$ cat config.mk
export PLATFORM = sky130hd
export DESIGN_NAME = tcfm_fifo
export DESIGN_NICKNAME = d
export VERILOG_FILES = /design/src/hdl/tcfm_pkg.sv /design/src/hdl/tcfm_fifo.sv
export SDC_FILE = /design/constraint.sdc
export NUM_CORES = 1
export LEC_CHECK = 0
export BUFFER_PORTS_ARGS = -buffer_cell sky130_fd_sc_hd__clkbuf_2
export CORE_MARGIN = 2
export CORE_UTILIZATION = 35
export CTS_BUF_LIST = sky130_fd_sc_hd__clkbuf_8
export DETAILED_ROUTE_END_ITERATION = 16
export MAX_ROUTING_LAYER = met4
export PLACE_DENSITY_LB_ADDON = 0.1
export SYNTH_ARGS = -nofsm -noshare
export SYNTH_HDL_FRONTEND = slang
export SYNTH_SLANG_ARGS = --single-unit
$ cat constraint.sdc
create_clock -name clk -period 4.2 [get_ports clk]
set_input_delay 0.84 -clock clk [delete_from_list [all_inputs] [get_ports clk]]
set_output_delay 0.84 -clock clk [all_outputs]
set_load 0.05 [all_outputs]
$ cat src/hdl/tcfm_pkg.sv
`timescale 1ns / 1ps
package tcfm_pkg;

	localparam int COORD_W = 12;
	localparam int CFG_W   = 12;
	localparam int ROT_W   = 2;
	localparam int IDX_W   = 3;
	localparam int QUOT_W  = COORD_W + 1;
	localparam int OUT_W   = 4 * COORD_W;
	localparam int NUM_LANES = 2;

	localparam logic [CFG_W-1:0] CAL_MAX_RST = 12'd4095;
	localparam logic [CFG_W-1:0] H_RES_RST   = 12'd320;
	localparam logic [CFG_W-1:0] V_RES_RST   = 12'd240;

	typedef enum logic [IDX_W-1:0] {
		REG_H_CAL_MIN = 3'd0,
		REG_H_CAL_MAX = 3'd1,
		REG_V_CAL_MIN = 3'd2,
		REG_V_CAL_MAX = 3'd3,
		REG_H_RES     = 3'd4,
		REG_V_RES     = 3'd5,
		REG_ROTATION  = 3'd6
	} reg_index_t;

	typedef enum logic [ROT_W-1:0] {
		ROT_0   = 2'd0,
		ROT_90  = 2'd1,
		ROT_180 = 2'd2,
		ROT_270 = 2'd3
	} rot_t;

	typedef struct packed {
		logic [CFG_W-1:0] h_cal_min;
		logic [CFG_W-1:0] h_cal_max;
		logic [CFG_W-1:0] v_cal_min;
		logic [CFG_W-1:0] v_cal_max;
		logic [CFG_W-1:0] h_resolution;
		logic [CFG_W-1:0] v_resolution;
		rot_t             rotation;
	} cal_cfg_t;

	typedef struct packed {
		logic full;
		logic empty;
	} fifo_stat_t;

	// magnitude width of raw - lo
	function automatic int mag_w(input int s);
		return (s > COORD_W) ? s : COORD_W;
	endfunction

	// width of |raw - lo| * res
	function automatic int num_w(input int s);
		return mag_w(s) + CFG_W;
	endfunction

	// one lane: {zero, res, den, num}
	function automatic int lane_w(input int s);
		return num_w(s) + 2 * CFG_W + 1;
	endfunction

	// one queue entry: {lane y, lane x, y_filt, x_filt, pen}
	function automatic int entry_w(input int s);
		return 1 + 2 * COORD_W + NUM_LANES * lane_w(s);
	endfunction

	function automatic int in_w(input int s);
		return ((6 * s + 7) / 8) * 8;
	endfunction

endpackage

$ cat src/hdl/tcfm_fifo.sv
`timescale 1ns / 1ps
module tcfm_fifo import tcfm_pkg::*; #(
	parameter int WIDTH = 64,
	parameter int DEPTH = 4
) (
	input  logic             clk,
	input  logic             arst_n,
	input  logic             push,
	input  logic [WIDTH-1:0] wdata,
	input  logic             pop,
	output logic [WIDTH-1:0] rdata,
	output fifo_stat_t       stat
);

	localparam int PTR_W = (DEPTH > 1) ? $clog2(DEPTH) : 1;
	localparam int CNT_W = $clog2(DEPTH + 1);

	logic [WIDTH-1:0] mem_q [DEPTH];
	logic [PTR_W-1:0] wr_ptr_q;
	logic [PTR_W-1:0] rd_ptr_q;
	logic [CNT_W-1:0] count_q;

	assign stat.full  = (count_q == CNT_W'(DEPTH));
	assign stat.empty = (count_q == '0);
	assign rdata      = mem_q[rd_ptr_q];

	always_ff @(posedge clk) begin
		if (push) begin
			mem_q[wr_ptr_q] <= wdata;
		end
	end

	always_ff @(posedge clk or negedge arst_n) begin
		if (!arst_n) begin
			wr_ptr_q <= '0;
			rd_ptr_q <= '0;
			count_q  <= '0;
		end else begin
			if (push) begin
				wr_ptr_q <= (wr_ptr_q == PTR_W'(DEPTH - 1)) ? '0 : wr_ptr_q + 1'b1;
			end
			if (pop) begin
				rd_ptr_q <= (rd_ptr_q == PTR_W'(DEPTH - 1)) ? '0 : rd_ptr_q + 1'b1;
			end
			if (push && !pop) begin
				count_q <= count_q + 1'b1;
			end else if (pop && !push) begin
				count_q <= count_q - 1'b1;
			end
		end
	end

endmodule

==> run_results.csv <==
group,metric,value,unit
hold_path,hold_path_class,"in -> async",
power_and_ir_drop,ir_worst_vdd,0.000595,V
final_layout,postLayoutCellArea,11600,um2
timing,setup-violations-final,0,
clocking,cts_tree,"built",
routing,routed_wl,19300,um
synthesis,yosysSeqAreaShare,81.5,%
worst_setup_path,arrival,2720,ps
timing,hold_slack,121,ps
power_and_ir_drop,power.static_leakage,4.03,nW
synthesis,synth_cells,371,
timing,final-hold-violation-count,0,
global_routing,track_usage,13.8,%
die,die_w,170,um
global_routing,grt_antenna_before_repair,2,
clocking,clk_path_buf_depth,3,
routing,drtAntennaViolNets,0,
timing,layout_min_cycle_time,3560,ps
synthesis,yosysWarnings,0,
worst_setup_path,r2r_end,"mem_q[2][22]",
synthesis,synth_area,9650,um2
clocking,cts_hold_buf,0,
power_and_ir_drop,switching_share,38.8,%
synthesis,synth.area.top_cells,"edfxtp_1, mux4_2, dfrtp_1, ha_1, buf_6",
power_and_ir_drop,p_total,0.00912,W
synthesis,syn-num-nets,446,
die,die_h,170,um
routing,dr.pass1.iters,4,
worst_setup_path,rr_worst_depth,3,
synthesis,synth_common_cells,"edfxtp_1, mux4_2, dfrtp_1, buf_2, ha_1",
power_and_ir_drop,clock_power_share,24.2,%
clocking,cts_made_buffers,46,
worst_setup_path,critPathLaunchType,"flop",
place,place_area,10700,um2
routing,drt_iter0_drc,316,
clocking,cts_num_sinks,263,
place,dpl.hpwl,10200,um
global_routing,grt_max_degree,67,
synthesis,synth_seq_cells,263,
die,std_cell_rows,60,
power_and_ir_drop,internal_power,0.00558,W
synthesis,synth.top_cell.area_share,79.7,%
power_and_ir_drop,p_comb_share,34.9,%
synthesis,ys_async_sr_fraction,2.66,%
synthesis,synth.most_common_cell,"edfxtp_1",
final_layout,nets,616,
routing,wl_per_cell,21.0,um
synthesis,synth_edf_count,256,
timing,clock_skew,13.1,ps
clocking,cts_max_level,2,
global_routing,first_global_vias,4953,
final_layout,fillers,2401,
power_and_ir_drop,p_sw,0.00354,W
clocking,cts_root_buffer,"clkbuf_8",
die,coreArea,27000,um2
die,dieArea,28900,um2
worst_setup_path,crit_type,"reg -> out",
clocking,clkLatencyLatePin,550,ps
timing,fin_tns_setup,0,ps
worst_setup_path,cp_max_fo,33,
die,ios,134,
final_layout,area_growth_syn_to_layout,19.8,%
power_and_ir_drop,p_per_area,789,nW/um2
timing,relSlewSlack,27.4,%
timing,rsz0062_at_grt,"no",
global_routing,grt_pass1_wl,28500,um
power_and_ir_drop,power_frac_seq,40.8,%
synthesis,synth.largest_area_cell,"edfxtp_1",
synthesis,yosys_most_used_dff,"edfxtp_1",
synthesis,syn_area_per_cell,26.0,um2
worst_setup_path,timing.rr.start,"wr_ptr_q[0]",
worst_setup_path,critical_path_required,3360,ps
clocking,cts_resized,0,
clocking,cts_setup_buffers,0,
routing,routed_via_density,4.89,
place,io_buffers,133,
clocking,path_clk_slew,60,ps
timing,max_freq,281,MHz
run_status,outcome,"finished, final reports clean",
run,drv_cap,0,
routing,drc,0,
timing,finalCritPeriodShare,84.8,%
worst_setup_path,critPathCaptureType,"primary output",
timing,slew_viol_final,0,
final_layout,drive_above_1_share,46.5,%
timing,worst_pin_slew,1090,ps
routing,num_vias,4486,
worst_setup_path,r2r_slack,2220,ps
global_routing,grt_overflow,0,
die,floorplan.initialDensity,35.7,%
place,gp_congestion,0.672,
synthesis,synth_cell_type_count,19,
layout by cell type, fill, tap and decap left out:
cell type / instances
mux2_2: 3
diode_2: 2
clkinv_1: 10
mux4_2: 64
edfxtp_1: 256
buf_4: 3
nand2_1: 2
nor2_1: 3
clkbuf_2: 133
nor3b_1: 1
nor3_1: 1
dfrtp_1: 5
fa_1: 1
bufinv_16: 1
and2_4: 4
xor2_1: 2
ha_1: 6
xnor2_1: 1
clkbuf_8: 54
o21ai_0: 2
dfrtp_4: 2
inv_1: 17
clkinv_2: 3
metrics by stage:
| step | utilization [%] | instances | setup WS, ps |
|---|---|---|---|
| final | 42.7 | 917 | 637 |
| after global routing | 42.7 | 917 | 426 |
| after CTS | 42.7 | 915 | 520 |
| after detailed placement | 39.5 | 834 | 1120 |
| after global placement | 39.5 | 834 | 1130 |
| after floorplan | - | 371 | 1420 |
power groups by stage:
stage	clock network (W)	registers, W	logic [W]
after floorplan	0	0.00352	0.00275
after global placement	0	0.00378	0.00323
after detailed placement	0	0.00380	0.00324
after CTS	0.00229	0.00375	0.00325
after global routing	0.00240	0.00379	0.00335
final	0.00221	0.00372	0.00319
state kept, by name, indices dropped and copies added (netlist names):
name	count
rd_ptr_q	2
mem_q	256
count_q	3
wr_ptr_q	2
critical path, cell delays in order, from the launching register on:
cell	delay, ps
dfrtp_4	880
buf_4	430
mux4_2	560
clkbuf_2	270
layout make-up:
cell class	instances	area (um2)	share of cell area (%)
clock inverters	27	131	1.14
well taps	341	427	3.69
flip-flops and latches	263	7870	68.1
multi-input cells	90	1670	14.5
clock buffers	54	743	6.43
repair buffers	136	688	5.96
inverters	4	15.0	0.130
diodes	2	5.00	0.0433
logic make-up (layout without fill, tap and decap cells):
family | count (synthesis) | in the layout | share of synthesized area [%]
DFF | 263 | 263 | 81.5
muxes | 67 | 67 | 15.3
buffers and inverters | 18 | 221 | 1.25
and+or+nand+nor | 11 | 11 | 0.584
adders and majority gates | 7 | 7 | 0.986
xor gates and xnor gates | 3 | 3 | 0.272
AOI/OAI and AO/OA | 2 | 2 | 0.104
other | 0 | 2 | 0
how the worst max path moves through the flow:
stage	startpoint	end	slack, ps	depth (start not counted)
floorplan	push	mem_q[0][0]	1420	1
global placement	rd_ptr_q[0]	rdata[29]	1130	3
detailed placement	rd_ptr_q[0]	rdata[36]	1120	3
CTS	rd_ptr_q[0]	rdata[36]	520	3
global route	rd_ptr_q[0]	rdata[36]	430	3
finish	rd_ptr_q[0]	rdata[36]	640	3
routing by layer:
layer  track usage (%)  part of all wire [%]  vias to the layer above  routed length [um]
met5                 -                     0                        -                   0
met4              4.57                   1.8                        0                 351
met3              5.12                   8.0                       43                1540
met2              19.8                    45                      148                8640
met1              18.1                    45                     2354                8720
li1                  -                     -                     1941                   -
No activity file was read; power rests on OpenSTA's default activity.
