File: config.mk
export PLATFORM = sky130hd
export DESIGN_NAME = tcfm_back
export DESIGN_NICKNAME = d
export VERILOG_FILES = /design/src/hdl/tcfm_pkg.sv /design/src/hdl/tcfm_div.sv /design/src/hdl/tcfm_back.sv
export SDC_FILE = /design/constraint.sdc
export NUM_CORES = 2
export LEC_CHECK = 0
export BUFFER_PORTS_ARGS = -buffer_cell sky130_fd_sc_hd__buf_2
export CAP_MARGIN = 20
export CORE_ASPECT_RATIO = 1.4
export CORE_MARGIN = 4
export CORE_UTILIZATION = 35
export CTS_CLUSTER_SIZE = 8
export DETAILED_ROUTE_END_ITERATION = 6
export PLACE_DENSITY = 0.53
export SLEW_MARGIN = 25
export SYNTH_ARGS = -nofsm -noshare
export SYNTH_HDL_FRONTEND = slang
export SYNTH_HIERARCHICAL = 1
export SYNTH_SLANG_ARGS = --single-unit
File: constraint.sdc
create_clock -name clk -period 140.8 [get_ports clk]
set_clock_uncertainty 0.2 [all_clocks]
set_input_delay 21.12 -clock clk [delete_from_list [all_inputs] [get_ports clk]]
set_output_delay 21.12 -clock clk [all_outputs]
set_load 0.005 [all_outputs]
File: src/hdl/tcfm_pkg.sv
`timescale 1ns / 1ps
package tcfm_pkg;

	localparam int COORD_W = 12;
	localparam int CFG_W   = 12;
	localparam int ROT_W   = 2;
	localparam int IDX_W   = 3;
	localparam int QUOT_W  = COORD_W + 1;
	localparam int OUT_W   = 4 * COORD_W;
	localparam int NUM_LANES = 2;

	localparam logic [CFG_W-1:0] CAL_MAX_RST = 12'd4095;
	localparam logic [CFG_W-1:0] H_RES_RST   = 12'd320;
	localparam logic [CFG_W-1:0] V_RES_RST   = 12'd240;

	typedef enum logic [IDX_W-1:0] {
		REG_H_CAL_MIN = 3'd0,
		REG_H_CAL_MAX = 3'd1,
		REG_V_CAL_MIN = 3'd2,
		REG_V_CAL_MAX = 3'd3,
		REG_H_RES     = 3'd4,
		REG_V_RES     = 3'd5,
		REG_ROTATION  = 3'd6
	} reg_index_t;

	typedef enum logic [ROT_W-1:0] {
		ROT_0   = 2'd0,
		ROT_90  = 2'd1,
		ROT_180 = 2'd2,
		ROT_270 = 2'd3
	} rot_t;

	typedef struct packed {
		logic [CFG_W-1:0] h_cal_min;
		logic [CFG_W-1:0] h_cal_max;
		logic [CFG_W-1:0] v_cal_min;
		logic [CFG_W-1:0] v_cal_max;
		logic [CFG_W-1:0] h_resolution;
		logic [CFG_W-1:0] v_resolution;
		rot_t             rotation;
	} cal_cfg_t;

	typedef struct packed {
		logic full;
		logic empty;
	} fifo_stat_t;

	// magnitude width of raw - lo
	function automatic int mag_w(input int s);
		return (s > COORD_W) ? s : COORD_W;
	endfunction

	// width of |raw - lo| * res
	function automatic int num_w(input int s);
		return mag_w(s) + CFG_W;
	endfunction

	// one lane: {zero, res, den, num}
	function automatic int lane_w(input int s);
		return num_w(s) + 2 * CFG_W + 1;
	endfunction

	// one queue entry: {lane y, lane x, y_filt, x_filt, pen}
	function automatic int entry_w(input int s);
		return 1 + 2 * COORD_W + NUM_LANES * lane_w(s);
	endfunction

	function automatic int in_w(input int s);
		return ((6 * s + 7) / 8) * 8;
	endfunction

endpackage

File: src/hdl/tcfm_div.sv
`timescale 1ns / 1ps
module tcfm_div import tcfm_pkg::*; #(
	parameter int NUM_W = 24
) (
	input  logic               clk,
	input  logic               adv,
	input  logic [NUM_W-1:0]   num,
	input  logic [CFG_W-1:0]   den,
	input  logic [CFG_W-1:0]   res,
	input  logic               zero,
	output logic [COORD_W-1:0] quot
);

	localparam int CMP_W = NUM_W + 1;

	logic [NUM_W-1:0]  rem_s  [QUOT_W+1];
	logic [QUOT_W-1:0] quo_s  [QUOT_W+1];
	logic [CFG_W-1:0]  den_s  [QUOT_W+1];
	logic [CFG_W-1:0]  res_s  [QUOT_W+1];
	logic              zero_s [QUOT_W+1];
	logic              sat_s  [QUOT_W+1];

	logic [CMP_W-1:0] den_top;

	// quotient would not fit QUOT_W bits: it clamps to res anyway
	assign den_top = CMP_W'({den, {QUOT_W{1'b0}}});

	always_ff @(posedge clk) begin
		if (adv) begin
			rem_s[0]  <= num;
			quo_s[0]  <= '0;
			den_s[0]  <= den;
			res_s[0]  <= res;
			zero_s[0] <= zero;
			sat_s[0]  <= ({1'b0, num} >= den_top);
		end
	end

	// one restoring step per stage, most significant quotient bit first
	for (genvar k = 0; k < QUOT_W; k++) begin : g_step
		localparam int SH = QUOT_W - 1 - k;
		logic [CMP_W-1:0] trial;

		assign trial = {1'b0, rem_s[k]} - (CMP_W'(den_s[k]) << SH);

		always_ff @(posedge clk) begin
			if (adv) begin
				rem_s[k+1]  <= trial[CMP_W-1] ? rem_s[k] : trial[NUM_W-1:0];
				// lower quotient bits are still zero at this stage
				quo_s[k+1]  <= quo_s[k] | (QUOT_W'(!trial[CMP_W-1]) << SH);
				den_s[k+1]  <= den_s[k];
				res_s[k+1]  <= res_s[k];
				zero_s[k+1] <= zero_s[k];
				sat_s[k+1]  <= sat_s[k];
			end
		end
	end

	always_comb begin
		priority if (zero_s[QUOT_W]) begin
			quot = '0;
		end else if (sat_s[QUOT_W] || quo_s[QUOT_W] > {1'b0, res_s[QUOT_W]}) begin
			quot = res_s[QUOT_W];
		end else begin
			quot = quo_s[QUOT_W][COORD_W-1:0];
		end
	end

endmodule

File: src/hdl/tcfm_back.sv
`timescale 1ns / 1ps
module tcfm_back import tcfm_pkg::*; #(
	parameter int SAMPLE_BITS = 12
) (
	input  logic                            clk,
	input  logic                            arst_n,
	input  fifo_stat_t                      q_stat,
	output logic                            pop,
	input  logic [entry_w(SAMPLE_BITS)-1:0] entry,
	output logic                            m_tvalid,
	input  logic                            m_tready,
	output logic [OUT_W-1:0]                m_tdata,
	output logic                            m_tuser
);

	localparam int NUM_W  = num_w(SAMPLE_BITS);
	localparam int LANE_W = lane_w(SAMPLE_BITS);
	localparam int LANE0  = 1 + 2 * COORD_W;

	logic adv;

	logic               vld_s [QUOT_W+1];
	logic               pen_s [QUOT_W+1];
	logic [COORD_W-1:0] xf_s  [QUOT_W+1];
	logic [COORD_W-1:0] yf_s  [QUOT_W+1];

	logic [COORD_W-1:0] quot_l [NUM_LANES];

	logic               m_tvalid_q;
	logic               pressed_q;
	logic [COORD_W-1:0] x_filt_q;
	logic [COORD_W-1:0] y_filt_q;
	logic [COORD_W-1:0] x_pix_q;
	logic [COORD_W-1:0] y_pix_q;

	assign adv = !m_tvalid_q || m_tready;
	assign pop = adv && !q_stat.empty;

	for (genvar l = 0; l < NUM_LANES; l++) begin : g_lane
		localparam int BASE = LANE0 + l * LANE_W;

		tcfm_div #(
			.NUM_W (NUM_W)
		) u_div (
			.clk  (clk),
			.adv  (adv),
			.num  (entry[BASE +: NUM_W]),
			.den  (entry[BASE + NUM_W +: CFG_W]),
			.res  (entry[BASE + NUM_W + CFG_W +: CFG_W]),
			.zero (entry[BASE + NUM_W + 2 * CFG_W]),
			.quot (quot_l[l])
		);
	end

	always_ff @(posedge clk or negedge arst_n) begin
		if (!arst_n) begin
			for (int k = 0; k <= QUOT_W; k++) begin
				vld_s[k] <= 1'b0;
			end
		end else if (adv) begin
			vld_s[0] <= !q_stat.empty;
			for (int k = 0; k < QUOT_W; k++) begin
				vld_s[k+1] <= vld_s[k];
			end
		end
	end

	always_ff @(posedge clk) begin
		if (adv) begin
			pen_s[0] <= entry[0];
			xf_s[0]  <= entry[1 +: COORD_W];
			yf_s[0]  <= entry[1 + COORD_W +: COORD_W];
			for (int k = 0; k < QUOT_W; k++) begin
				pen_s[k+1] <= pen_s[k];
				xf_s[k+1]  <= xf_s[k];
				yf_s[k+1]  <= yf_s[k];
			end
		end
	end

	// output register doubles as the held state
	always_ff @(posedge clk or negedge arst_n) begin
		if (!arst_n) begin
			m_tvalid_q <= 1'b0;
			pressed_q  <= 1'b0;
			x_filt_q   <= '0;
			y_filt_q   <= '0;
			x_pix_q    <= '0;
			y_pix_q    <= '0;
		end else if (adv) begin
			m_tvalid_q <= vld_s[QUOT_W];
			if (vld_s[QUOT_W]) begin
				pressed_q <= pen_s[QUOT_W];
				if (pen_s[QUOT_W]) begin
					x_filt_q <= xf_s[QUOT_W];
					y_filt_q <= yf_s[QUOT_W];
					x_pix_q  <= quot_l[0];
					y_pix_q  <= quot_l[1];
				end
			end
		end
	end

	assign m_tvalid = m_tvalid_q;
	assign m_tuser  = pressed_q;
	assign m_tdata  = {y_pix_q, x_pix_q, y_filt_q, x_filt_q};

endmodule

==> results.ini <==
[worst_setup_path]
critical_path_peak_fanout = 16
reg2reg_from = m_tvalid
critPathKind = in2out
rr_worst_depth = 8
reg2reg_slack_ns = 134.16
start_kind = primary input
regToRegEndpoint = g_lane[1].u_div/den_s[0][36]
cpLargestDelayFamily = simple AND/OR/NAND/NOR gates
crit_slowest_cell = nor2b_2
critPathMaxStageDelay_ns = 0.72
crit_required_ns = 119.48
worstSetupEndpointType = output pin
crit_top_cell = buf_2
worst_ep_arrival_time_ns = 22.25
crit_chain = buf_2 > nor2b_2 > nor2_1 > buf_2
crit_buf_inv = 2

[cts]
cts.reportedPaths.clkPinSlew_ns = 0.05
cts_buffer_depth = 4
cts_buffers = 284
cts_resized = 0
cts_root_buf = clkbuf_16
clkLatencyLatePin_ns = 0.82
cts_tree = yes
cts.sinks = 1924
cts_setup_buffers = 0
cts_max_level = 5
postCtsHoldBufs = 0

[place]
place.gp.congestion = 0.829
dp.cells = 8475
dp_hpwl_um = 84500
placed_cell_area_mm2 = 0.0849
port-buffer-count = 177
post-place-ws_ns = 97.22

[timing]
max_freq_mhz = 22.9
timing.final.ws_setup_ns = 97.23
rsz0062_at_grt = false
tns_ns = 0
setup_violations = 0
finalMaxSlewViolations = 0
slew_headroom_pct = 35.7
hold_viol_final = 0
min_period_over_period_pct = 30.9
finalCriticalPeriod_ns = 43.57
whs_ns = 0.184
worst_pin_slew_ns = 0.965

[routing]
num_vias = 42046
routed_via_density = 4.75
routedWlPerCell_um = 14.7
drc_errors = 0
drt_wl_total_um = 130000
drtPass1Iterations = 7
drtAntennaViolNets = 0
first_iter_violations = 1851

[global_routing]
grt_use_total_pct = 10.9
overflow = 0
busiest_layer = met2
antenna_found_initial = 9
grt_pass1_wl_um = 215000
grt_start_max_net_pins = 186
grt_pass1_vias = 44938
groute.layer.met2.usage_pct = 20.8
use_met1_pct = 11.1
grt_use_met3_pct = 2.59

[final_layout]
layout_common_cells = 1860 x edfxtp_1, 439 x inv_1, 356 x ha_1
nFillCells = 20562
area_growth_pct = 15.6
post_route_cells_drive_above_1_share_pct = 12.5
design_area_mm2 = 0.0927
stdcell_count = 8846
final_util_pct = 40.7
final_common_cell = edfxtp_1
nNetsFinal = 6242

[floorplanning]
die_w_um = 413
die_h_um = 575
initial_core_util_pct = 35.2
die-area_mm2 = 0.237
rows = 207
coreArea_mm2 = 0.228
io_pins = 179

[logic_synthesis]
avgSynthCellArea_um2 = 15.1
yosys_warnings = 6
ys.flop_type = edfxtp_1
ys_seq_area_share_pct = 71.6
yosysUniqueCellTypes = 105
async_reset_ff_share_pct = 3.33
synth_area_mm2 = 0.0802
synth_cells = 5311
syn_nets = 5819
synth-edff-count = 1860
ys_ff_latch = 1924

[power_and_ir_drop]
vdd_ir_drop_max_uv = 17.0
p_leak_nw = 35.5
power.total_mw = 2.59
pwr_density_cell_mw_per_mm2 = 27.9

[outcome]
status = completed

[flow_run]
cap_viol_max_count = 0

[min_path]
whs_path_depth = 0
min-delay-start = g_lane[1].u_div/zero_s[5][1]
hp-class = reg2reg
hold-path-endpoint = g_lane[1].u_div/zero_s[6][0]

==> synthesized netlist by cell type, types with 11 or more instances <==
master     count  area, µm²
xnor2_1      154       1350
or4_1         20        150
nor2_1       304       1140
nand2b_1      60        375
o31a_1        24        210
nand4_1       24        150
edfxtp_1    1860      55900
mux2_2       127       1430
nor4_1        56        350
o21ai_0      241       1210
or3_1         26        163
a21boi_0      13       97.6
nand3b_1      12       90.1
a311o_1       13        130
a211oi_1      29        218
a2111oi_0     11       96.3
nor2b_1       50        313
mux2i_1       26        260
o211ai_1      28        210
nand3_1       51        255
nor3_1        84        420
buf_2         22        110
mux2_4        15        225
nand2_1      300       1130
fa_1          24        480
a21o_1        71        533
o21a_1        74        556
a31oi_1       24        150
o31ai_1       22        165
and3_1        16        100
a21oi_1      279       1400
clkbuf_1      43        161
ha_1         356       4450
inv_1        439       1650
o21bai_1      20        150
dfrtp_1       64       1600
xor2_1       119       1040
or2_2         18        113
==> cell families (layout without fill, tap and decap cells) <==
| group | Yosys count | count (layout) | synth area share, % |
|---|---|---|---|
| flops | 1924 | 1924 | 71.6 |
| mux | 173 | 173 | 2.46 |
| xor+xnor | 273 | 273 | 2.98 |
| buf+inv | 519 | 1018 | 2.55 |
| fa+ha+maj | 380 | 380 | 6.15 |
| simple gates | 1076 | 1076 | 6.51 |
| other cells | 0 | 6 | 0 |
| compound gates | 966 | 966 | 7.74 |
==> where the power goes <==
group / switching, mW / total (mW) / internal [mW]
clock network: 0.228 / 0.599 / 0.372
registers: 0.110 / 1.14 / 1.03
logic: 0.484 / 0.857 / 0.373
total: 0.821 / 2.59 / 1.77
==> how the worst max path moves through the flow <==
stage             start                           to  slack [ns]  cells after the start
2_1_floorplan  m_tready  g_lane[0].u_div/den_s[0][0]       65.97                      4
6_report       m_tready                          pop       97.23                      4
3_5_place_dp   m_tready                          pop       97.22                      4
5_1_grt        m_tready                          pop       97.11                      4
3_3_place_gp   m_tready                          pop       97.24                      4
4_1_cts        m_tready                          pop       97.22                      4
==> routing by layer <==
layer	vias up	share of wire, %	wire length (µm)
li1	20696	-	-
met1	20314	38	48900
met2	673	54	70000
met3	357	4.6	5970
met4	6	3.7	4770
met5	-	0.032	42
==> state kept, by name, summed over array words and instances (netlist names), 28 cells and up <==
name                 flops
g_lane.u_div/rem_s     624
g_lane.u_div/res_s     336
g_lane.u_div/den_s     312
xf_s                   168
g_lane.u_div/zero_s     28
yf_s                   168
g_lane.u_div/quo_s     182
g_lane.u_div/sat_s      28
==> area by class of cell <==
class / count / area (µm²) / area share (%)
well taps: 3030 / 3790 / 4.09
repair buffers: 213 / 1230 / 1.32
flip-flops and latches: 1924 / 57500 / 61.9
inverters: 443 / 1680 / 1.81
clock buffers: 341 / 7490 / 8.08
multi-input cells: 2868 / 20800 / 22.4
clock inverters: 21 / 303 / 0.326
diodes: 6 / 15.0 / 0.0162
Power figures use the tool's default switching activity.
