`src/hdl/tcfm_pkg.sv`:
```
`timescale 1ns / 1ps
package tcfm_pkg;

	localparam int COORD_W = 12;
	localparam int CFG_W   = 12;
	localparam int ROT_W   = 2;
	localparam int IDX_W   = 3;
	localparam int QUOT_W  = COORD_W + 1;
	localparam int OUT_W   = 4 * COORD_W;
	localparam int NUM_LANES = 2;

	localparam logic [CFG_W-1:0] CAL_MAX_RST = 12'd4095;
	localparam logic [CFG_W-1:0] H_RES_RST   = 12'd320;
	localparam logic [CFG_W-1:0] V_RES_RST   = 12'd240;

	typedef enum logic [IDX_W-1:0] {
		REG_H_CAL_MIN = 3'd0,
		REG_H_CAL_MAX = 3'd1,
		REG_V_CAL_MIN = 3'd2,
		REG_V_CAL_MAX = 3'd3,
		REG_H_RES     = 3'd4,
		REG_V_RES     = 3'd5,
		REG_ROTATION  = 3'd6
	} reg_index_t;

	typedef enum logic [ROT_W-1:0] {
		ROT_0   = 2'd0,
		ROT_90  = 2'd1,
		ROT_180 = 2'd2,
		ROT_270 = 2'd3
	} rot_t;

	typedef struct packed {
		logic [CFG_W-1:0] h_cal_min;
		logic [CFG_W-1:0] h_cal_max;
		logic [CFG_W-1:0] v_cal_min;
		logic [CFG_W-1:0] v_cal_max;
		logic [CFG_W-1:0] h_resolution;
		logic [CFG_W-1:0] v_resolution;
		rot_t             rotation;
	} cal_cfg_t;

	typedef struct packed {
		logic full;
		logic empty;
	} fifo_stat_t;

	// magnitude width of raw - lo
	function automatic int mag_w(input int s);
		return (s > COORD_W) ? s : COORD_W;
	endfunction

	// width of |raw - lo| * res
	function automatic int num_w(input int s);
		return mag_w(s) + CFG_W;
	endfunction

	// one lane: {zero, res, den, num}
	function automatic int lane_w(input int s);
		return num_w(s) + 2 * CFG_W + 1;
	endfunction

	// one queue entry: {lane y, lane x, y_filt, x_filt, pen}
	function automatic int entry_w(input int s);
		return 1 + 2 * COORD_W + NUM_LANES * lane_w(s);
	endfunction

	function automatic int in_w(input int s);
		return ((6 * s + 7) / 8) * 8;
	endfunction

endpackage

```
`src/hdl/tcfm_front.sv`:
```
`timescale 1ns / 1ps
module tcfm_front import tcfm_pkg::*; #(
	parameter int SAMPLE_BITS = 12
) (
	input  logic                               clk,
	input  logic                               arst_n,
	input  logic                               s_tvalid,
	output logic                               s_tready,
	input  logic [in_w(SAMPLE_BITS)-1:0]       s_tdata,
	input  logic                               s_tuser,
	input  cal_cfg_t                           cfg,
	input  fifo_stat_t                         q_stat,
	output logic                               push,
	output logic [entry_w(SAMPLE_BITS)-1:0]    entry
);

	localparam int S      = SAMPLE_BITS;
	localparam int MAG_W  = mag_w(S);
	localparam int DIFF_W = MAG_W + 1;
	localparam int SPAN_W = CFG_W + 1;
	localparam int NUM_W  = num_w(S);

	function automatic logic [S-1:0] best_two(input logic [S-1:0] a, input logic [S-1:0] b,
			input logic [S-1:0] c);
		logic [S-1:0] dab;
		logic [S-1:0] dac;
		logic [S-1:0] dbc;
		logic [S:0]   sum;
		dab = (a > b) ? a - b : b - a;
		dac = (a > c) ? a - c : c - a;
		dbc = (b > c) ? b - c : c - b;
		priority if (dab <= dac && dab <= dbc) begin
			sum = {1'b0, a} + {1'b0, b};
		end else if (dac <= dab && dac <= dbc) begin
			sum = {1'b0, a} + {1'b0, c};
		end else begin
			sum = {1'b0, b} + {1'b0, c};
		end
		return sum[S:1];
	endfunction

	logic adv;

	// stage 1: best-two filter
	logic             vld_s1;
	logic             pen_s1;
	logic [MAG_W-1:0] xf_s1;
	logic [MAG_W-1:0] yf_s1;

	// stage 2: lane operands
	logic               vld_s2;
	logic               pen_s2;
	logic [COORD_W-1:0] xf_s2;
	logic [COORD_W-1:0] yf_s2;
	logic [MAG_W-1:0]   mag_s2  [NUM_LANES];
	logic [CFG_W-1:0]   den_s2  [NUM_LANES];
	logic [CFG_W-1:0]   res_s2  [NUM_LANES];
	logic               zero_s2 [NUM_LANES];

	// stage 3: product
	logic               vld_s3;
	logic               pen_s3;
	logic [COORD_W-1:0] xf_s3;
	logic [COORD_W-1:0] yf_s3;
	logic [NUM_W-1:0]   num_s3  [NUM_LANES];
	logic [CFG_W-1:0]   den_s3  [NUM_LANES];
	logic [CFG_W-1:0]   res_s3  [NUM_LANES];
	logic               zero_s3 [NUM_LANES];

	logic [MAG_W-1:0]  raw_l  [NUM_LANES];
	logic [CFG_W-1:0]  lo_l   [NUM_LANES];
	logic [CFG_W-1:0]  hi_l   [NUM_LANES];
	logic [CFG_W-1:0]  res_l  [NUM_LANES];
	logic [DIFF_W-1:0] diff_l [NUM_LANES];
	logic [DIFF_W-1:0] dmag_l [NUM_LANES];
	logic [SPAN_W-1:0] span_l [NUM_LANES];
	logic [SPAN_W-1:0] smag_l [NUM_LANES];
	logic              zero_l [NUM_LANES];

	assign adv      = !vld_s3 || !q_stat.full;
	assign s_tready = adv;
	assign push     = vld_s3 && !q_stat.full;

	always_ff @(posedge clk or negedge arst_n) begin
		if (!arst_n) begin
			vld_s1 <= 1'b0;
			vld_s2 <= 1'b0;
			vld_s3 <= 1'b0;
		end else if (adv) begin
			vld_s1 <= s_tvalid;
			vld_s2 <= vld_s1;
			vld_s3 <= vld_s2;
		end
	end

	always_ff @(posedge clk) begin
		if (adv) begin
			pen_s1 <= s_tuser;
			xf_s1  <= MAG_W'(best_two(s_tdata[0*S +: S], s_tdata[2*S +: S], s_tdata[4*S +: S]));
			yf_s1  <= MAG_W'(best_two(s_tdata[1*S +: S], s_tdata[3*S +: S], s_tdata[5*S +: S]));
		end
	end

	// rotation picks source axis and calibration end points per lane (0 = x, 1 = y)
	always_comb begin
		raw_l[0] = xf_s1;
		lo_l[0]  = cfg.h_cal_min;
		hi_l[0]  = cfg.h_cal_max;
		res_l[0] = cfg.h_resolution;
		raw_l[1] = yf_s1;
		lo_l[1]  = cfg.v_cal_min;
		hi_l[1]  = cfg.v_cal_max;
		res_l[1] = cfg.v_resolution;
		unique case (cfg.rotation)
			ROT_0: begin
			end
			ROT_90: begin
				raw_l[0] = yf_s1;
				lo_l[0]  = cfg.v_cal_min;
				hi_l[0]  = cfg.v_cal_max;
				res_l[0] = cfg.v_resolution;
				raw_l[1] = xf_s1;
				lo_l[1]  = cfg.h_cal_max;
				hi_l[1]  = cfg.h_cal_min;
				res_l[1] = cfg.h_resolution;
			end
			ROT_180: begin
				lo_l[0]  = cfg.v_cal_max;
				hi_l[0]  = cfg.v_cal_min;
				lo_l[1]  = cfg.h_cal_max;
				hi_l[1]  = cfg.h_cal_min;
			end
			ROT_270: begin
				raw_l[0] = yf_s1;
				lo_l[0]  = cfg.v_cal_max;
				hi_l[0]  = cfg.v_cal_min;
				res_l[0] = cfg.v_resolution;
				raw_l[1] = xf_s1;
				lo_l[1]  = cfg.h_cal_min;
				hi_l[1]  = cfg.h_cal_max;
				res_l[1] = cfg.h_resolution;
			end
			default: begin
			end
		endcase
		for (int l = 0; l < NUM_LANES; l++) begin
			diff_l[l] = {1'b0, raw_l[l]} - DIFF_W'(lo_l[l]);
			span_l[l] = {1'b0, hi_l[l]} - {1'b0, lo_l[l]};
			dmag_l[l] = diff_l[l][DIFF_W-1] ? (~diff_l[l] + 1'b1) : diff_l[l];
			smag_l[l] = span_l[l][SPAN_W-1] ? (~span_l[l] + 1'b1) : span_l[l];
			// zero span, or opposite signs: the quotient clamps to zero
			zero_l[l] = (span_l[l] == '0) || (diff_l[l][DIFF_W-1] != span_l[l][SPAN_W-1]);
		end
	end

	always_ff @(posedge clk) begin
		if (adv) begin
			pen_s2 <= pen_s1;
			xf_s2  <= xf_s1[COORD_W-1:0];
			yf_s2  <= yf_s1[COORD_W-1:0];
			for (int l = 0; l < NUM_LANES; l++) begin
				mag_s2[l]  <= dmag_l[l][MAG_W-1:0];
				den_s2[l]  <= smag_l[l][CFG_W-1:0];
				res_s2[l]  <= res_l[l];
				zero_s2[l] <= zero_l[l];
			end
		end
	end

	always_ff @(posedge clk) begin
		if (adv) begin
			pen_s3 <= pen_s2;
			xf_s3  <= xf_s2;
			yf_s3  <= yf_s2;
			for (int l = 0; l < NUM_LANES; l++) begin
				num_s3[l]  <= NUM_W'(mag_s2[l]) * NUM_W'(res_s2[l]);
				den_s3[l]  <= den_s2[l];
				res_s3[l]  <= res_s2[l];
				zero_s3[l] <= zero_s2[l];
			end
		end
	end

	assign entry = {zero_s3[1], res_s3[1], den_s3[1], num_s3[1],
			zero_s3[0], res_s3[0], den_s3[0], num_s3[0],
			yf_s3, xf_s3, pen_s3};

endmodule

```
`config.mk`:
```
export PLATFORM = sky130hd
export DESIGN_NAME = tcfm_front
export DESIGN_NICKNAME = d
export VERILOG_FILES = /design/src/hdl/tcfm_pkg.sv /design/src/hdl/tcfm_front.sv
export SDC_FILE = /design/constraint.sdc
export NUM_CORES = 2
export LEC_CHECK = 0
export BUFFER_PORTS_ARGS = -buffer_cell sky130_fd_sc_hd__buf_2
export CELL_PAD_IN_SITES_DETAIL_PLACEMENT = 0
export CELL_PAD_IN_SITES_GLOBAL_PLACEMENT = 1
export CORE_MARGIN = 2
export CORE_UTILIZATION = 25
export CTS_BUF_LIST = sky130_fd_sc_hd__clkbuf_2
export DETAILED_ROUTE_END_ITERATION = 10
export PLACE_DENSITY_LB_ADDON = 0.25
export SYNTH_ARGS = -nofsm -noshare
export SYNTH_HDL_FRONTEND = slang
export SYNTH_SLANG_ARGS = --single-unit
```
`constraint.sdc`:
```
create_clock -name clk -period 9.2 [get_ports clk]
set_clock_uncertainty 0.15 [all_clocks]
set_input_delay 0 -clock clk [delete_from_list [all_inputs] [get_ports clk]]
set_output_delay 0 -clock clk [all_outputs]
set_load 0.02 [all_outputs]
```
==> run_results.csv <==
group,metric,value,unit
run_status,outcome,"finished clean",
yosys,synth_cell_types,75,
global_route,met2_usage,26.1,%
floorplan,num_rows,128,
finish,final_common_cell,"dlygate4sd3_1",
worst_setup_path,slowest_delay,0.59,ns
global_route,grt_pass1_wl,154000,um
timing,max-slew-margin-rel,25.2,%
yosys,ys.flop_type,"edfxtp_1",
finish,syn2layout_area_growth,29.2,%
timing,rsz0062_at_grt,"false",
finish,post-route-util,32.5,%
drt,drc_errors,0,
global_route,grt_max_degree,86,
finish,drive_gt1_share,12.9,%
worst_setup_path,critPathRequiredTime,9.96,ns
place,portBuffers,275,
floorplan,core_area,122000,sq um
drt,routedWlPerCell,17.5,um
place,dp_hpwl,79200,um
global_route,grt-ovfl-total,0,
global_route,top_usage_layer,"met2",
worst_setup_path,arrival,9.71,ns
worst_setup_path,timing.rr.start,"res_s2[0][3]$_DFFE_PP_",
drt,vias_per_cell,4.53,
clocking,clkTransAtPathRegs,0.10,ns
timing,fin_crit_sh,97.3,%
timing,hold_viol,0,
drt,route.vias.total,25862,
clocking,clockBufferDepth,3,
global_route,met3_usage,2.38,%
timing,finalCriticalPeriod,8.95,ns
run,drv_cap,0,
floorplan,start_util,25.2,%
clocking,clk_latency,1.20,ns
worst_hold_path,hold_start,"den_s2[0][19]$_DFFE_PP_",
worst_setup_path,criticalPathCategory,"in2reg",
timing,tightest_slew,1.12,ns
yosys,synth_area_per_cell,9.37,sq um
place,gp_congestion,0.839,
yosys,yosysSeqAreaShare,24.5,%
worst_setup_path,path_common_cell,"dlygate4sd3_1",
place,dpl.cell_count,5065,
global_route,grt_use_total,15.9,%
finish,layoutNonFillerInstCount,5708,
clocking,tritoncts,"built",
yosys,async_reset_ff_share,1.20,%
floorplan,die_area,125000,sq um
global_route,grt_use_met1,22.0,%
yosys,synth_seq_cells,250,
worst_setup_path,slowest_stage,"dlygate4sd3_1",
floorplan,io_pins,277,
timing,tns,0,ns
finish,mostFrequentLayoutCells,"dlygate4sd3_1, inv_1, ha_1",
floorplan,die_y,354,um
timing,report.final.setup_viol,0,
global_route,antenna_found_initial,13,
finish,nNetsFinal,4820,
worst_setup_path,cp_max_fo,18,
timing,max_freq,112,MHz
worst_setup_path,startpoint,"s_tdata[36]",
clocking,cts.sinks,250,
drt,wirelength,100000,um
clocking,cts_htree_levels,3,
worst_setup_path,critPathLaunchType,"primary input",
yosys,synthesis.instances,3263,
drt,first_pass_iters,5,
timing,finalHoldWorstSlack,0.180,ns
yosys,syn_nets,4065,
drt,drt-initial-drc-count,1262,
yosys,synth_edf_count,247,
worst_setup_path,end_kind,"flop",
timing,maxSlewViolCount,0,
floorplan,die_w,354,um
drt,ant_nets,0,
global_route,first_global_vias,26533,
yosys,syn-cell-area,30600,sq um
worst_hold_path,holdCritPathClass,"reg2reg",
clocking,root_buffer,"clkbuf_2",
clocking,cts_made_buffers,80,
yosys,yosysWarnings,0,
synthesized netlist by cell type (61+ instances only):
cell	instances	share of area, %
a21o_1	65	1.6
fa_1	220	14
nor2_1	139	1.7
mux2_2	61	2.2
edfxtp_1	247	24
and2_1	127	2.6
ha_1	430	18
o21ai_0	175	2.9
a21oi_1	209	3.4
xnor2_1	166	4.8
mux2i_1	74	2.4
nand2_1	309	3.8
inv_1	446	5.5
clkbuf_1	94	1.2
layout make-up:
type	instances	area, sq um
antenna	5	12.5
clock inverter	38	213
fill	12835	82000
timing repair buffer	786	6430
tap	1625	2030
inverter	448	1680
sequential	250	7490
multi-input combinational	2452	21100
clock buffer	104	520
metrics by stage:
step | worst slack, ns | cell area (sq um)
6_report | 0.249 | 39500
5_1_grt | 0.000944 | 39500
4_1_cts | 0.0461 | 39300
3_5_place_dp | 0.692 | 33700
3_3_place_gp | 0.751 | 33700
2_1_floorplan | 2.28 | 30600
routing by layer:
metal	vias to the layer above	part of all wire (%)	wire length [um]
li1	12666	-	-
met1	12503	48	48100
met2	569	46	45700
met3	114	4.3	4290
met4	10	1.9	1880
met5	-	0.056	56
path summary, 6_finish.rpt:
kind                                            to  slack (ns)  cells past startpoint
max in group asynchronous       vld_s3$_DFFE_PN0P_        8.08                      5
max reg2reg                num_s3[0][23]$_DFFE_PP_        2.70                     20
min reg2reg                den_s3[0][19]$_DFFE_PP_        0.18                      0
max                            yf_s1[10]$_DFFE_PP_        0.25                     38
min in group asynchronous       vld_s1$_DFFE_PN0P_        0.68                      5
min                        den_s3[0][19]$_DFFE_PP_        0.18                      0
registers in the layout, summed over array words and instances (netlist names), 24 cells and up:
| register | cells |
|---|---|
| den_s2 | 24 |
| den_s3 | 24 |
| mag_s2 | 24 |
| num_s3 | 48 |
| res_s2 | 24 |
| res_s3 | 24 |
critical path, delay by kind of cell:
kind	cells	cell delay (ns)
xor+xnor	2	0.35
simple gates	5	1.03
buf+inv	9	3.54
fa+ha+maj	4	1.01
compound gates	16	3.60
mux	2	0.14
cells by family (layout without fill, tap and decap cells):
family          after synthesis  count (layout)  share of synthesized area [%]
simple gates                795             795                           12.6
compound gates              670             670                           13.6
fa+ha+maj                   650             650                           32.0
buf+inv                     561            1376                           6.92
flops                       250             250                           24.5
xor+xnor                    202             202                           5.78
mux                         135             135                           4.67
other cells                   0               5                              0
what timing repair did:
item                                    in CTS  in global routing
endpoints found under the setup margin       0                  9
hold endpoints to repair                   352                  0
resized for setup                            0                 24
hold buffers                               482                  0
buffers inserted                             0                 14
Power is left out: the tool's default activity adds up to more than one toggle a clock period on the data nets, which glitch-free logic cannot reach.
